File: config.mk
export PLATFORM = sky130hd
export DESIGN_NAME = nested_comment_scanner
export DESIGN_NICKNAME = d
export VERILOG_FILES = /design/src/rtl/ncs_pkg.sv /design/src/rtl/nested_comment_scanner.sv /design/src/rtl/ncs_fifo.sv /design/src/rtl/ncs_front.sv /design/src/rtl/ncs_engine.sv
export SDC_FILE = /design/constraint.sdc
export NUM_CORES = 1
export LEC_CHECK = 0
export ABC_AREA = 1
export BUFFER_PORTS_ARGS = -buffer_cell sky130_fd_sc_hd__clkbuf_2
export CORE_MARGIN = 2
export CORE_UTILIZATION = 65
export CTS_BUF_LIST = sky130_fd_sc_hd__clkbuf_4
export DETAILED_ROUTE_END_ITERATION = 8
export HOLD_SLACK_MARGIN = 0.12
export PLACE_DENSITY = 0.91
export SETUP_SLACK_MARGIN = 0.2
export SYNTH_ARGS = -nofsm -noshare
export SYNTH_HDL_FRONTEND = slang
export SYNTH_SLANG_ARGS = --single-unit
File: constraint.sdc
create_clock -name clk -period 9.2 [get_ports clk]
set_input_delay 2.76 -clock clk [delete_from_list [all_inputs] [get_ports clk]]
set_output_delay 2.76 -clock clk [all_outputs]
set_load 0.01 [all_outputs]
File: src/rtl/ncs_pkg.sv
// shared types, codes and helpers for the nested comment scanner
package ncs_pkg;

  // configuration register indexes
  localparam int CFG_IDX_W = 3;
  localparam logic [CFG_IDX_W-1:0] CFG_OPEN_DELIM    = 3'd0;
  localparam logic [CFG_IDX_W-1:0] CFG_OPEN_LEN      = 3'd1;
  localparam logic [CFG_IDX_W-1:0] CFG_CLOSE_DELIM   = 3'd2;
  localparam logic [CFG_IDX_W-1:0] CFG_CLOSE_LEN     = 3'd3;
  localparam logic [CFG_IDX_W-1:0] CFG_ALLOW_NESTING = 3'd4;

  // width of the opening-delimiter match position (at most four bytes)
  localparam int SKIP_W = 2;

  typedef enum logic [1:0] {
    ST_CLOSED   = 2'd0,
    ST_NO_OPEN  = 2'd1,
    ST_UNTERM   = 2'd2,
    ST_OVERFLOW = 2'd3
  } status_t;

  typedef enum logic [1:0] {
    ENT_START,
    ENT_BODY,
    ENT_NOOPEN
  } entry_kind_t;

  // one queue entry from front to engine
  typedef struct packed {
    entry_kind_t kind;
    logic [7:0]  data;
    logic        last;
  } entry_t;

  typedef struct packed {
    status_t     status;
    logic [15:0] length;
  } result_t;

  // lengths here are already the effective ones
  typedef struct packed {
    logic [31:0] open_delim;
    logic [2:0]  open_len;
    logic [31:0] close_delim;
    logic [2:0]  close_len;
    logic        allow_nesting;
  } cfg_t;

  typedef enum logic [1:0] {
    FR_OPEN,
    FR_BODY,
    FR_DROP
  } front_state_t;

  typedef enum logic [1:0] {
    ENG_IDLE,
    ENG_BODY,
    ENG_SKIP
  } eng_state_t;

  typedef enum logic [1:0] {
    TST_MISS,
    TST_HIT,
    TST_WAIT
  } test_t;

  typedef enum logic [1:0] {
    IT_NONE,
    IT_CLOSE,
    IT_OPEN,
    IT_CHAR
  } iter_t;

  // zero reads as one, anything above the cap saturates
  function automatic logic [2:0] eff_len(input logic [2:0] v, input logic [2:0] cap);
    logic [2:0] r;
    r = (v == 3'd0) ? 3'd1 : v;
    if (r > cap) r = cap;
    return r;
  endfunction

endpackage

File: src/rtl/nested_comment_scanner.sv
// top level of the nested block comment scanner
// Takes one text character per request with a last mark and reports, for each text,
// whether it starts with a block comment: closed with its length (delimiters
// included), no opening delimiter, unterminated, or counter overflow. The front end
// matches the opening delimiter as characters arrive and forwards the comment body
// through a four-entry queue to the engine, which holds a lookahead window of up to
// min(DELIM_MAX,4) characters and makes one delimiter decision per cycle while the
// result queue has room (close test first, then open test when nesting is on).
// Sustained rate is one character per cycle while a comment body streams and the
// result queue has room. After a text's last character the window drains, at most
// one decision per window character, and a comment still open is then reported
// unterminated; the front keeps accepting into the queue meanwhile. With an idle
// engine the result for a character that settles the opener passes through the
// character queue and is pushed when the engine pops that entry; one decided by a
// body character also waits for the window decisions before it, the most when the
// last character leaves a full window to drain. A busy engine or a full result queue
// delays either. Configuration writes are taken every cycle (cfg_ready is always
// high) and apply to the next comparison; indexes beyond the register list are ignored.
module nested_comment_scanner import ncs_pkg::*; #(
  parameter int DELIM_MAX  = 4,
  parameter int LEN_BITS   = 16,
  parameter int DEPTH_BITS = 8
) (
  input  logic                 clk,
  input  logic                 rst_n,
  // character requests
  input  logic                 in_push,
  output logic                 in_full,
  input  logic [7:0]           in_ch,
  input  logic                 in_last,
  // result requests
  output logic                 out_empty,
  input  logic                 out_pop,
  output logic [1:0]           out_status,
  output logic [15:0]          out_length,
  // configuration writes
  input  logic                 cfg_valid,
  output logic                 cfg_ready,
  input  logic [CFG_IDX_W-1:0] cfg_index,
  input  logic [31:0]          cfg_data
);

  // window size: delimiters are at most four bytes wide
  localparam int WIN = (DELIM_MAX < 4) ? DELIM_MAX : 4;

  logic [31:0] open_delim_r, close_delim_r;
  logic [2:0]  open_len_r, close_len_r;
  logic        allow_nesting_r;
  cfg_t        cfg;

  logic        in_acc;
  logic        fr_push;
  entry_t      fr_entry;
  logic        q_full, q_empty, q_pop;
  logic [$bits(entry_t)-1:0] q_rd_bits;
  entry_t      q_head;

  logic        res_push, res_full;
  result_t     res_data, res_out;
  logic [$bits(result_t)-1:0] res_rd_bits;

  // configuration registers, always ready
  assign cfg_ready = 1'b1;

  always_ff @(posedge clk) begin
    if (!rst_n) begin
      open_delim_r    <= 32'd10799;
      open_len_r      <= 3'd2;
      close_delim_r   <= 32'd12074;
      close_len_r     <= 3'd2;
      allow_nesting_r <= 1'b0;
    end else if (cfg_valid && cfg_ready) begin
      unique case (cfg_index)
        CFG_OPEN_DELIM:    open_delim_r    <= cfg_data;
        CFG_OPEN_LEN:      open_len_r      <= cfg_data[2:0];
        CFG_CLOSE_DELIM:   close_delim_r   <= cfg_data;
        CFG_CLOSE_LEN:     close_len_r     <= cfg_data[2:0];
        CFG_ALLOW_NESTING: allow_nesting_r <= cfg_data[0];
        default: begin
        end
      endcase
    end
  end

  // effective lengths: zero counts as one, saturate at the window size
  assign cfg.open_delim    = open_delim_r;
  assign cfg.open_len      = eff_len(open_len_r, 3'(WIN));
  assign cfg.close_delim   = close_delim_r;
  assign cfg.close_len     = eff_len(close_len_r, 3'(WIN));
  assign cfg.allow_nesting = allow_nesting_r;

  // input side: accept whenever the classify queue has room
  assign in_full = q_full;
  assign in_acc  = in_push && !in_full;

  ncs_front u_front (
    .clk   (clk),
    .rst_n (rst_n),
    .cfg   (cfg),
    .acc   (in_acc),
    .ch    (in_ch),
    .last  (in_last),
    .push  (fr_push),
    .entry (fr_entry)
  );

  // queue between front and engine
  ncs_fifo #(
    .WIDTH ($bits(entry_t)),
    .DEPTH (4)
  ) u_cmd_q (
    .clk     (clk),
    .rst_n   (rst_n),
    .push    (fr_push),
    .wr_data (fr_entry),
    .full    (q_full),
    .pop     (q_pop),
    .rd_data (q_rd_bits),
    .empty   (q_empty)
  );

  assign q_head = entry_t'(q_rd_bits);

  ncs_engine #(
    .WIN        (WIN),
    .LEN_BITS   (LEN_BITS),
    .DEPTH_BITS (DEPTH_BITS)
  ) u_engine (
    .clk      (clk),
    .rst_n    (rst_n),
    .cfg      (cfg),
    .q_valid  (!q_empty),
    .q_head   (q_head),
    .q_pop    (q_pop),
    .res_full (res_full),
    .res_push (res_push),
    .res_data (res_data)
  );

  // result queue parts the engine from the consumer
  ncs_fifo #(
    .WIDTH ($bits(result_t)),
    .DEPTH (2)
  ) u_res_q (
    .clk     (clk),
    .rst_n   (rst_n),
    .push    (res_push),
    .wr_data (res_data),
    .full    (res_full),
    .pop     (out_pop),
    .rd_data (res_rd_bits),
    .empty   (out_empty)
  );

  assign res_out    = result_t'(res_rd_bits);
  assign out_status = res_out.status;
  assign out_length = res_out.length;

endmodule

File: src/rtl/ncs_fifo.sv
// small register queue used between front and engine and on the result side
module ncs_fifo #(
  parameter int WIDTH = 8,
  parameter int DEPTH = 4
) (
  input  logic             clk,
  input  logic             rst_n,
  input  logic             push,
  input  logic [WIDTH-1:0] wr_data,
  output logic             full,
  input  logic             pop,
  output logic [WIDTH-1:0] rd_data,
  output logic             empty
);

  localparam int PTR_W = (DEPTH > 1) ? $clog2(DEPTH) : 1;
  localparam int CNT_W = $clog2(DEPTH + 1);

  logic [WIDTH-1:0] mem_r [DEPTH];
  logic [PTR_W-1:0] wr_ptr_r, rd_ptr_r;
  logic [CNT_W-1:0] count_r;
  logic             do_push, do_pop;

  assign full    = (count_r == CNT_W'(DEPTH));
  assign empty   = (count_r == '0);
  assign do_push = push && !full;
  assign do_pop  = pop && !empty;
  assign rd_data = mem_r[rd_ptr_r];

  always_ff @(posedge clk) begin
    if (do_push) begin
      mem_r[wr_ptr_r] <= wr_data;
    end
  end

  always_ff @(posedge clk) begin
    if (!rst_n) begin
      wr_ptr_r <= '0;
      rd_ptr_r <= '0;
      count_r  <= '0;
    end else begin
      if (do_push) begin
        wr_ptr_r <= (wr_ptr_r == PTR_W'(DEPTH - 1)) ? '0 : wr_ptr_r + PTR_W'(1);
      end
      if (do_pop) begin
        rd_ptr_r <= (rd_ptr_r == PTR_W'(DEPTH - 1)) ? '0 : rd_ptr_r + PTR_W'(1);
      end
      if (do_push && !do_pop) begin
        count_r <= count_r + CNT_W'(1);
      end else if (do_pop && !do_push) begin
        count_r <= count_r - CNT_W'(1);
      end
    end
  end

endmodule

File: src/rtl/ncs_front.sv
// front end: matches the opening delimiter and classifies each character
module ncs_front import ncs_pkg::*; (
  input  logic       clk,
  input  logic       rst_n,
  input  cfg_t       cfg,
  input  logic       acc,
  input  logic [7:0] ch,
  input  logic       last,
  output logic       push,
  output entry_t     entry
);

  front_state_t      state_r, state_nxt;
  logic [SKIP_W-1:0] skip_r, skip_nxt;
  logic [7:0]        exp_byte;
  logic              byte_hit;
  logic              open_done;

  assign exp_byte  = cfg.open_delim[{skip_r, 3'b000} +: 8];
  assign byte_hit  = ({1'b0, skip_r} < cfg.open_len) && (ch == exp_byte);
  assign open_done = byte_hit && (({1'b0, skip_r} + 3'd1) >= cfg.open_len);

  always_comb begin
    state_nxt = state_r;
    skip_nxt  = skip_r;
    unique case (state_r)
      FR_OPEN: begin
        if (acc) begin
          if (last || !byte_hit || open_done) begin
            skip_nxt = '0;
          end else begin
            skip_nxt = skip_r + SKIP_W'(1);
          end
          if (last) begin
            state_nxt = FR_OPEN;
          end else if (open_done) begin
            state_nxt = FR_BODY;
          end else if (!byte_hit) begin
            state_nxt = FR_DROP;
          end
        end
      end
      FR_BODY, FR_DROP: begin
        skip_nxt = '0;
        if (acc && last) begin
          state_nxt = FR_OPEN;
        end
      end
      default: begin
        state_nxt = FR_OPEN;
        skip_nxt  = '0;
      end
    endcase
  end

  always_comb begin
    push       = 1'b0;
    entry.kind = ENT_BODY;
    entry.data = ch;
    entry.last = last;
    unique case (state_r)
      FR_OPEN: begin
        if (acc && open_done) begin
          push       = 1'b1;
          entry.kind = ENT_START;
          entry.data = {5'd0, cfg.open_len};
        end else if (acc && (!byte_hit || last)) begin
          push       = 1'b1;
          entry.kind = ENT_NOOPEN;
        end
      end
      FR_BODY: begin
        push = acc;
      end
      FR_DROP: begin
        push = 1'b0;
      end
      default: begin
        push = 1'b0;
      end
    endcase
  end

  always_ff @(posedge clk) begin
    if (!rst_n) begin
      state_r <= FR_OPEN;
      skip_r  <= '0;
    end else begin
      state_r <= state_nxt;
      skip_r  <= skip_nxt;
    end
  end

endmodule

File: src/rtl/ncs_engine.sv
// back end: lookahead window, delimiter decisions, depth and length counters
module ncs_engine import ncs_pkg::*; #(
  parameter int WIN        = 4,
  parameter int LEN_BITS   = 16,
  parameter int DEPTH_BITS = 8
) (
  input  logic    clk,
  input  logic    rst_n,
  input  cfg_t    cfg,
  input  logic    q_valid,
  input  entry_t  q_head,
  output logic    q_pop,
  input  logic    res_full,
  output logic    res_push,
  output result_t res_data
);

  localparam int FILL_W = $clog2(WIN + 1);

  eng_state_t                state_r, state_nxt;
  logic [WIN-1:0][7:0]       win_r, win_nxt, win_mid;
  logic [FILL_W-1:0]         fill_r, fill_nxt, fill_mid;
  logic                      fin_r, fin_nxt;
  logic [LEN_BITS-1:0]       consumed_r, consumed_nxt;
  logic [DEPTH_BITS-1:0]     depth_r, depth_nxt;

  test_t                     close_res, open_res;
  iter_t                     iter;
  logic [2:0]                drop;
  logic [LEN_BITS:0]         sum;
  logic                      ovf;
  logic                      advance;
  logic                      body_emit;
  status_t                   body_status;

  // first differing or missing byte decides; missing means wait unless text ended
  function automatic test_t win_test(input logic [31:0] delim, input logic [2:0] len,
                                     input logic [WIN-1:0][7:0] win,
                                     input logic [FILL_W-1:0] fill, input logic fin);
    test_t r;
    logic  found;
    r     = TST_HIT;
    found = 1'b0;
    for (int i = 0; i < WIN; i++) begin
      if (!found && (3'(i) < len)) begin
        if (3'(i) >= 3'(fill)) begin
          r     = fin ? TST_MISS : TST_WAIT;
          found = 1'b1;
        end else if (win[i] != delim[8*i +: 8]) begin
          r     = TST_MISS;
          found = 1'b1;
        end
      end
    end
    return r;
  endfunction

  assign advance = !res_full;

  // decision for the current window
  always_comb begin
    close_res = win_test(cfg.close_delim, cfg.close_len, win_r, fill_r, fin_r);
    open_res  = win_test(cfg.open_delim, cfg.open_len, win_r, fill_r, fin_r);
    iter      = IT_NONE;
    if (fill_r != '0) begin
      if (close_res == TST_HIT) begin
        iter = IT_CLOSE;
      end else if (close_res == TST_MISS) begin
        if (!cfg.allow_nesting) begin
          iter = IT_CHAR;
        end else if (open_res == TST_HIT) begin
          iter = IT_OPEN;
        end else if (open_res == TST_MISS) begin
          iter = IT_CHAR;
        end
      end
    end
    case (iter)
      IT_CLOSE: drop = cfg.close_len;
      IT_OPEN:  drop = cfg.open_len;
      IT_CHAR:  drop = 3'd1;
      default:  drop = 3'd0;
    endcase
    sum = {1'b0, consumed_r} + (LEN_BITS + 1)'(drop);
    ovf = sum[LEN_BITS] || ((iter == IT_OPEN) && (&depth_r));
    body_emit   = 1'b0;
    body_status = ST_CLOSED;
    if ((iter != IT_NONE) && ovf) begin
      body_emit   = 1'b1;
      body_status = ST_OVERFLOW;
    end else if ((iter == IT_CLOSE) && (depth_r == DEPTH_BITS'(1))) begin
      body_emit   = 1'b1;
      body_status = ST_CLOSED;
    end else if ((iter == IT_NONE) && fin_r && (fill_r == '0)) begin
      body_emit   = 1'b1;
      body_status = ST_UNTERM;
    end
  end

  // window after dropping the matched characters
  always_comb begin
    win_mid = win_r;
    for (int s = 1; s < WIN; s++) begin
      for (int j = 0; j < WIN - s; j++) begin
        if (drop == 3'(s)) begin
          win_mid[j] = win_r[j + s];
        end
      end
    end
    fill_mid = (drop >= 3'(fill_r)) ? '0 : FILL_W'(3'(fill_r) - drop);
  end

  always_comb begin
    state_nxt = state_r;
    if (advance) begin
      unique case (state_r)
        ENG_IDLE: begin
          if (q_valid && (q_head.kind == ENT_START) && !q_head.last) begin
            state_nxt = ENG_BODY;
          end
        end
        ENG_BODY: begin
          if (body_emit) begin
            state_nxt = fin_r ? ENG_IDLE : ENG_SKIP;
          end
        end
        ENG_SKIP: begin
          if (q_valid && q_head.last) begin
            state_nxt = ENG_IDLE;
          end
        end
        default: begin
          state_nxt = ENG_IDLE;
        end
      endcase
    end
  end

  always_comb begin
    q_pop           = 1'b0;
    res_push        = 1'b0;
    res_data.status = ST_CLOSED;
    res_data.length = '0;
    win_nxt         = win_r;
    fill_nxt        = fill_r;
    fin_nxt         = fin_r;
    consumed_nxt    = consumed_r;
    depth_nxt       = depth_r;
    if (advance) begin
      unique case (state_r)
        ENG_IDLE: begin
          if (q_valid) begin
            q_pop = 1'b1;
            case (q_head.kind)
              ENT_START: begin
                consumed_nxt = LEN_BITS'(q_head.data[2:0]);
                depth_nxt    = DEPTH_BITS'(1);
                fill_nxt     = '0;
                fin_nxt      = 1'b0;
                if (q_head.last) begin
                  res_push        = 1'b1;
                  res_data.status = ST_UNTERM;
                end
              end
              ENT_NOOPEN: begin
                res_push        = 1'b1;
                res_data.status = ST_NO_OPEN;
              end
              default: begin
              end
            endcase
          end
        end
        ENG_BODY: begin
          if (body_emit) begin
            res_push        = 1'b1;
            res_data.status = body_status;
            if (body_status == ST_CLOSED) begin
              res_data.length = 16'(sum[LEN_BITS-1:0]);
            end
            fin_nxt = 1'b0;
          end else begin
            if (iter != IT_NONE) begin
              consumed_nxt = sum[LEN_BITS-1:0];
              if (iter == IT_CLOSE) begin
                depth_nxt = depth_r - DEPTH_BITS'(1);
              end else if (iter == IT_OPEN) begin
                depth_nxt = depth_r + DEPTH_BITS'(1);
              end
            end
            win_nxt  = win_mid;
            fill_nxt = fill_mid;
            if (!fin_r && q_valid) begin
              q_pop = 1'b1;
              for (int j = 0; j < WIN; j++) begin
                if (FILL_W'(j) == fill_mid) begin
                  win_nxt[j] = q_head.data;
                end
              end
              fill_nxt = fill_mid + FILL_W'(1);
              fin_nxt  = q_head.last;
            end
          end
        end
        ENG_SKIP: begin
          q_pop = q_valid;
        end
        default: begin
        end
      endcase
    end
  end

  always_ff @(posedge clk) begin
    win_r      <= win_nxt;
    consumed_r <= consumed_nxt;
  end

  always_ff @(posedge clk) begin
    if (!rst_n) begin
      state_r <= ENG_IDLE;
      fill_r  <= '0;
      fin_r   <= 1'b0;
      depth_r <= '0;
    end else begin
      state_r <= state_nxt;
      fill_r  <= fill_nxt;
      fin_r   <= fin_nxt;
      depth_r <= depth_nxt;
    end
  end

  a_fill_bound: assert property (@(posedge clk) disable iff (!rst_n)
    fill_r <= FILL_W'(WIN))
    else $error("lookahead fill above window size");

  a_no_pop_after_last: assert property (@(posedge clk) disable iff (!rst_n)
    (state_r == ENG_BODY && fin_r) |-> !q_pop)
    else $error("engine took a character past the end of its text");

  a_body_depth: assert property (@(posedge clk) disable iff (!rst_n)
    (state_r == ENG_BODY) |-> (depth_r != '0))
    else $error("scanning body with zero depth");

  a_push_room: assert property (@(posedge clk) disable iff (!rst_n)
    res_push |-> !res_full)
    else $error("result pushed into full queue");

  a_idle_after_final: assert property (@(posedge clk) disable iff (!rst_n)
    (state_r == ENG_BODY && fin_r && body_emit && advance) |=> (state_r == ENG_IDLE))
    else $error("engine did not return to idle after end of text");

endmodule

==> run_results.csv <==
group,metric,value,unit
grt,grt_overflow,0,
outcome,status,"completed",
worst_setup_path,rr_startpoint,"u_engine.win_r[22]",
final_layout,final_cells,1951,
clock_tree,cts_resized,0,
yosys,synth-edff-count,128,
drt,via_per_inst,5.75,
grt,grtUsageMet3,10.0,%
worst_setup_path,cp_common_cell,"nand2_1",
worst_setup_path,crit_slowest_cell,"o221ai_2",
die,die_area,20500,um^2
sta,slew_viol_final,0,
worst_setup_path,crit_required,9.76,ns
sta,relSlewSlack,21.9,%
sta,hold_viol,0,
placed_design,placed_area,13000,um^2
clock_tree,hold_buffers,0,
yosys,syn-num-nets,1642,
grt,busiest_layer,"met2",
placed_design,pre_cts_ws,3.70,ns
clock_tree,clock-sinks,231,
placed_design,dp_cells,1839,
clock_tree,cts_root_buf,"clkbuf_4",
grt,grt_pass1_vias,10828,
die,die_width,143,um
worst_setup_path,slowest_delay,0.48,ns
yosys,synth-seq-cells,231,
final_layout,nets,1722,
worst_setup_path,start_kind,"flip-flop",
grt,grt_use_met1,44.4,%
grt,grt_use_met2,54.1,%
clock_tree,clkTransAtPathRegs,0.08,ns
final_layout,final_common_cell,"nand2_1",
clock_tree,cts_buffers,60,
sta,fin_ws,3.54,ns
final_layout,fill_cells,1471,
worst_setup_path,r2r_end,"u_cmd_q.count_r[2]",
power_and_ir_drop,leakage,0.00604,uW
power_and_ir_drop,irDropWorstVdd,0.000217,V
final_layout,register_area,5910,um^2
clock_tree,cts_tree,"built",
die,fp-row-count,50,
placed_design,portBuffers,68,
worst_setup_path,critPathKind,"reg2reg",
worst_setup_path,rrSetupSlack,3.54,ns
job,cap_viol_max_count,0,
die,dieHeight,143,um
grt,grt_max_degree,90,
drt,via_count,11217,
hold_path,hold_path.class,"reg2reg",
sta,skew,0.0716,ns
grt,antenna_found_initial,1,
final_layout,synthToLayoutAreaGrowth,9.39,%
yosys,seq_area_frac_synth,47.0,%
placed_design,gp_congestion,0.984,
worst_setup_path,crit_fanout,12,
yosys,yosysUniqueCellTypes,58,
yosys,netlist_area,12600,um^2
clock_tree,cts_max_path_buffers,3,
die,core,18800,um^2
grt,grt_pass1_wl,54200,um
yosys,syn_inst,1561,
yosys,yosys.area.top_type,"edfxtp_1",
power_and_ir_drop,p_per_area,281,nW/um^2
final_layout,final_cell_mix,"315 x nand2_1, 188 x inv_1, 185 x nor2_1",
yosys,synth_flop_cell,"edfxtp_1",
sta,period_share,61.6,%
hold_path,min_path_cells,2,
hold_path,hp-start,"close_delim_r[28]",
yosys,ys_warn_count,0,
final_layout,multi_input_area,5600,um^2
sta,setup_tns,0,ns
sta,setup_violations,0,
worst_setup_path,ff2ff_path_depth,36,
yosys,yosys-top-cells-area,"edfxtp_1 31%, dfxtp_1 16%, nand2_1 9.4%",
drt,drt_pass1_iterations,6,
clock_tree,worstSkewPairLatency,0.70,ns
worst_setup_path,arrival,6.22,ns
sta,hold_slack,0.489,ns
sta,grt_setup_unrepaired,"no",
yosys,async_flop_share,0,%
yosys,synth_top_area_share,30.6,%
clock_tree,ctsHtreeMaxLevel,2,
drt,drc,0,
placed_design,dp_hpwl,24300,um
sta,fin_crit,5.66,ns
worst_setup_path,end_kind,"flip-flop",
yosys,avgSynthCellArea,8.05,um^2
drt,initialDrtViolationCount,1165,
drt,wl_per_cell,17.4,um
final_layout,drive_gt1_share,14.2,%
final_layout,postLayoutCellArea,13700,um^2
drt,drt-total-wl,34000,um
die,start_util,66.7,%
hold_path,hold_end,"close_delim_r[28]",
sta,timing.fmax,177,MHz
grt,grt_usage,34.1,%
die,boundaryPins,70,
drt,ant_nets,0,
sta,tightest_slew,1.17,ns
clock_tree,postCtsSetupBuffers,0,
-- synth_stat cells (all sizes together) (4+ instances only) --
master / n
inv: 199
nor2: 192
a32oi: 6
a211oi: 4
nand3: 81
a22oi: 8
nand2: 331
o211ai: 10
mux2: 18
xor2: 25
dfxtp: 103
xnor2: 22
clkinv: 4
clkbuf: 39
a21oi: 96
ha: 29
nand4: 18
o21ai: 161
buf: 19
nor4: 11
nor3: 24
edfxtp: 128
or2: 11
-- worst max-delay path by stage --
stage                     cells after the start  slack [ns]               start              endpoint
final                                        36        3.54  u_engine.win_r[22]    u_cmd_q.count_r[2]
after global routing                         36        3.02  u_engine.win_r[22]    u_cmd_q.count_r[2]
after CTS                                    36        3.67  u_engine.win_r[22]    u_cmd_q.count_r[2]
after detailed placement                     36        3.70  u_engine.win_r[22]    u_cmd_q.count_r[2]
after global placement                       33        3.94  u_engine.fill_r[1]  u_engine.win_mid[28]
after floorplan                              34        3.95  u_engine.fill_r[1]  u_engine.win_mid[24]
-- cell families after synthesis --
kind of cell	count (synthesis)	share of synthesized area (%)
compound gates	295	12.7
xor+xnor	47	3.28
fa+ha+maj	32	3.37
buf+inv	261	8.50
flops	231	47.0
mux	19	1.69
other cells	1	0.0298
simple gates	675	23.4
-- routing by layer --
metal	up-vias	wire length (um)
met4	0	1020
li1	5356	-
met3	94	4070
met1	5160	13700
met5	-	0
met2	607	15300
-- final cells by class --
| cell class | count | area share, % |
|---|---|---|
| diodes | 1 | 0.0182 |
| multi-input cells | 1069 | 40.7 |
| clock inverters | 27 | 0.828 |
| clock buffers | 84 | 4.59 |
| flip-flops and latches | 231 | 43.0 |
| inverters | 203 | 5.59 |
| repair buffers | 76 | 2.91 |
| well taps | 260 | 2.37 |
-- stage by stage --
stage | power [uW] | utilization, %
floorplan | 2560 | -
global placement | 2940 | 69.0
detailed placement | 2980 | 69.0
CTS | 3840 | 73.0
global route | 4110 | 73.0
finish | 3870 | 73.0
-- sequential cells by signal, indices dropped and copies added, names as in the netlist, 3 cells and up, named ones only --
name	cells
u_cmd_q.mem_r	44
u_res_q.mem_r	36
close_delim_r	32
open_delim_r	32
u_engine.win_r	24
u_engine.consumed_r	16
u_engine.depth_r	8
u_engine.win_mid	8
close_len_r	3
open_len_r	3
u_cmd_q.count_r	3
u_engine.fill_r	3
-- report_power, final --
part | switching [uW] | internal [uW] | total [uW]
sequential | 141 | 1370 | 1520
clock | 433 | 425 | 858
combinational | 1030 | 470 | 1500
-- critical path: cells and delay by family, from the launching register on --
kind | cells | cell delay, ns
DFF | 1 | 0.43
adders and majority gates | 4 | 1.02
AOI/OAI and AO/OA | 6 | 1.02
and+or+nand+nor | 21 | 2.36
buffers and inverters | 5 | 0.67
(Power assumes the default switching activity.)
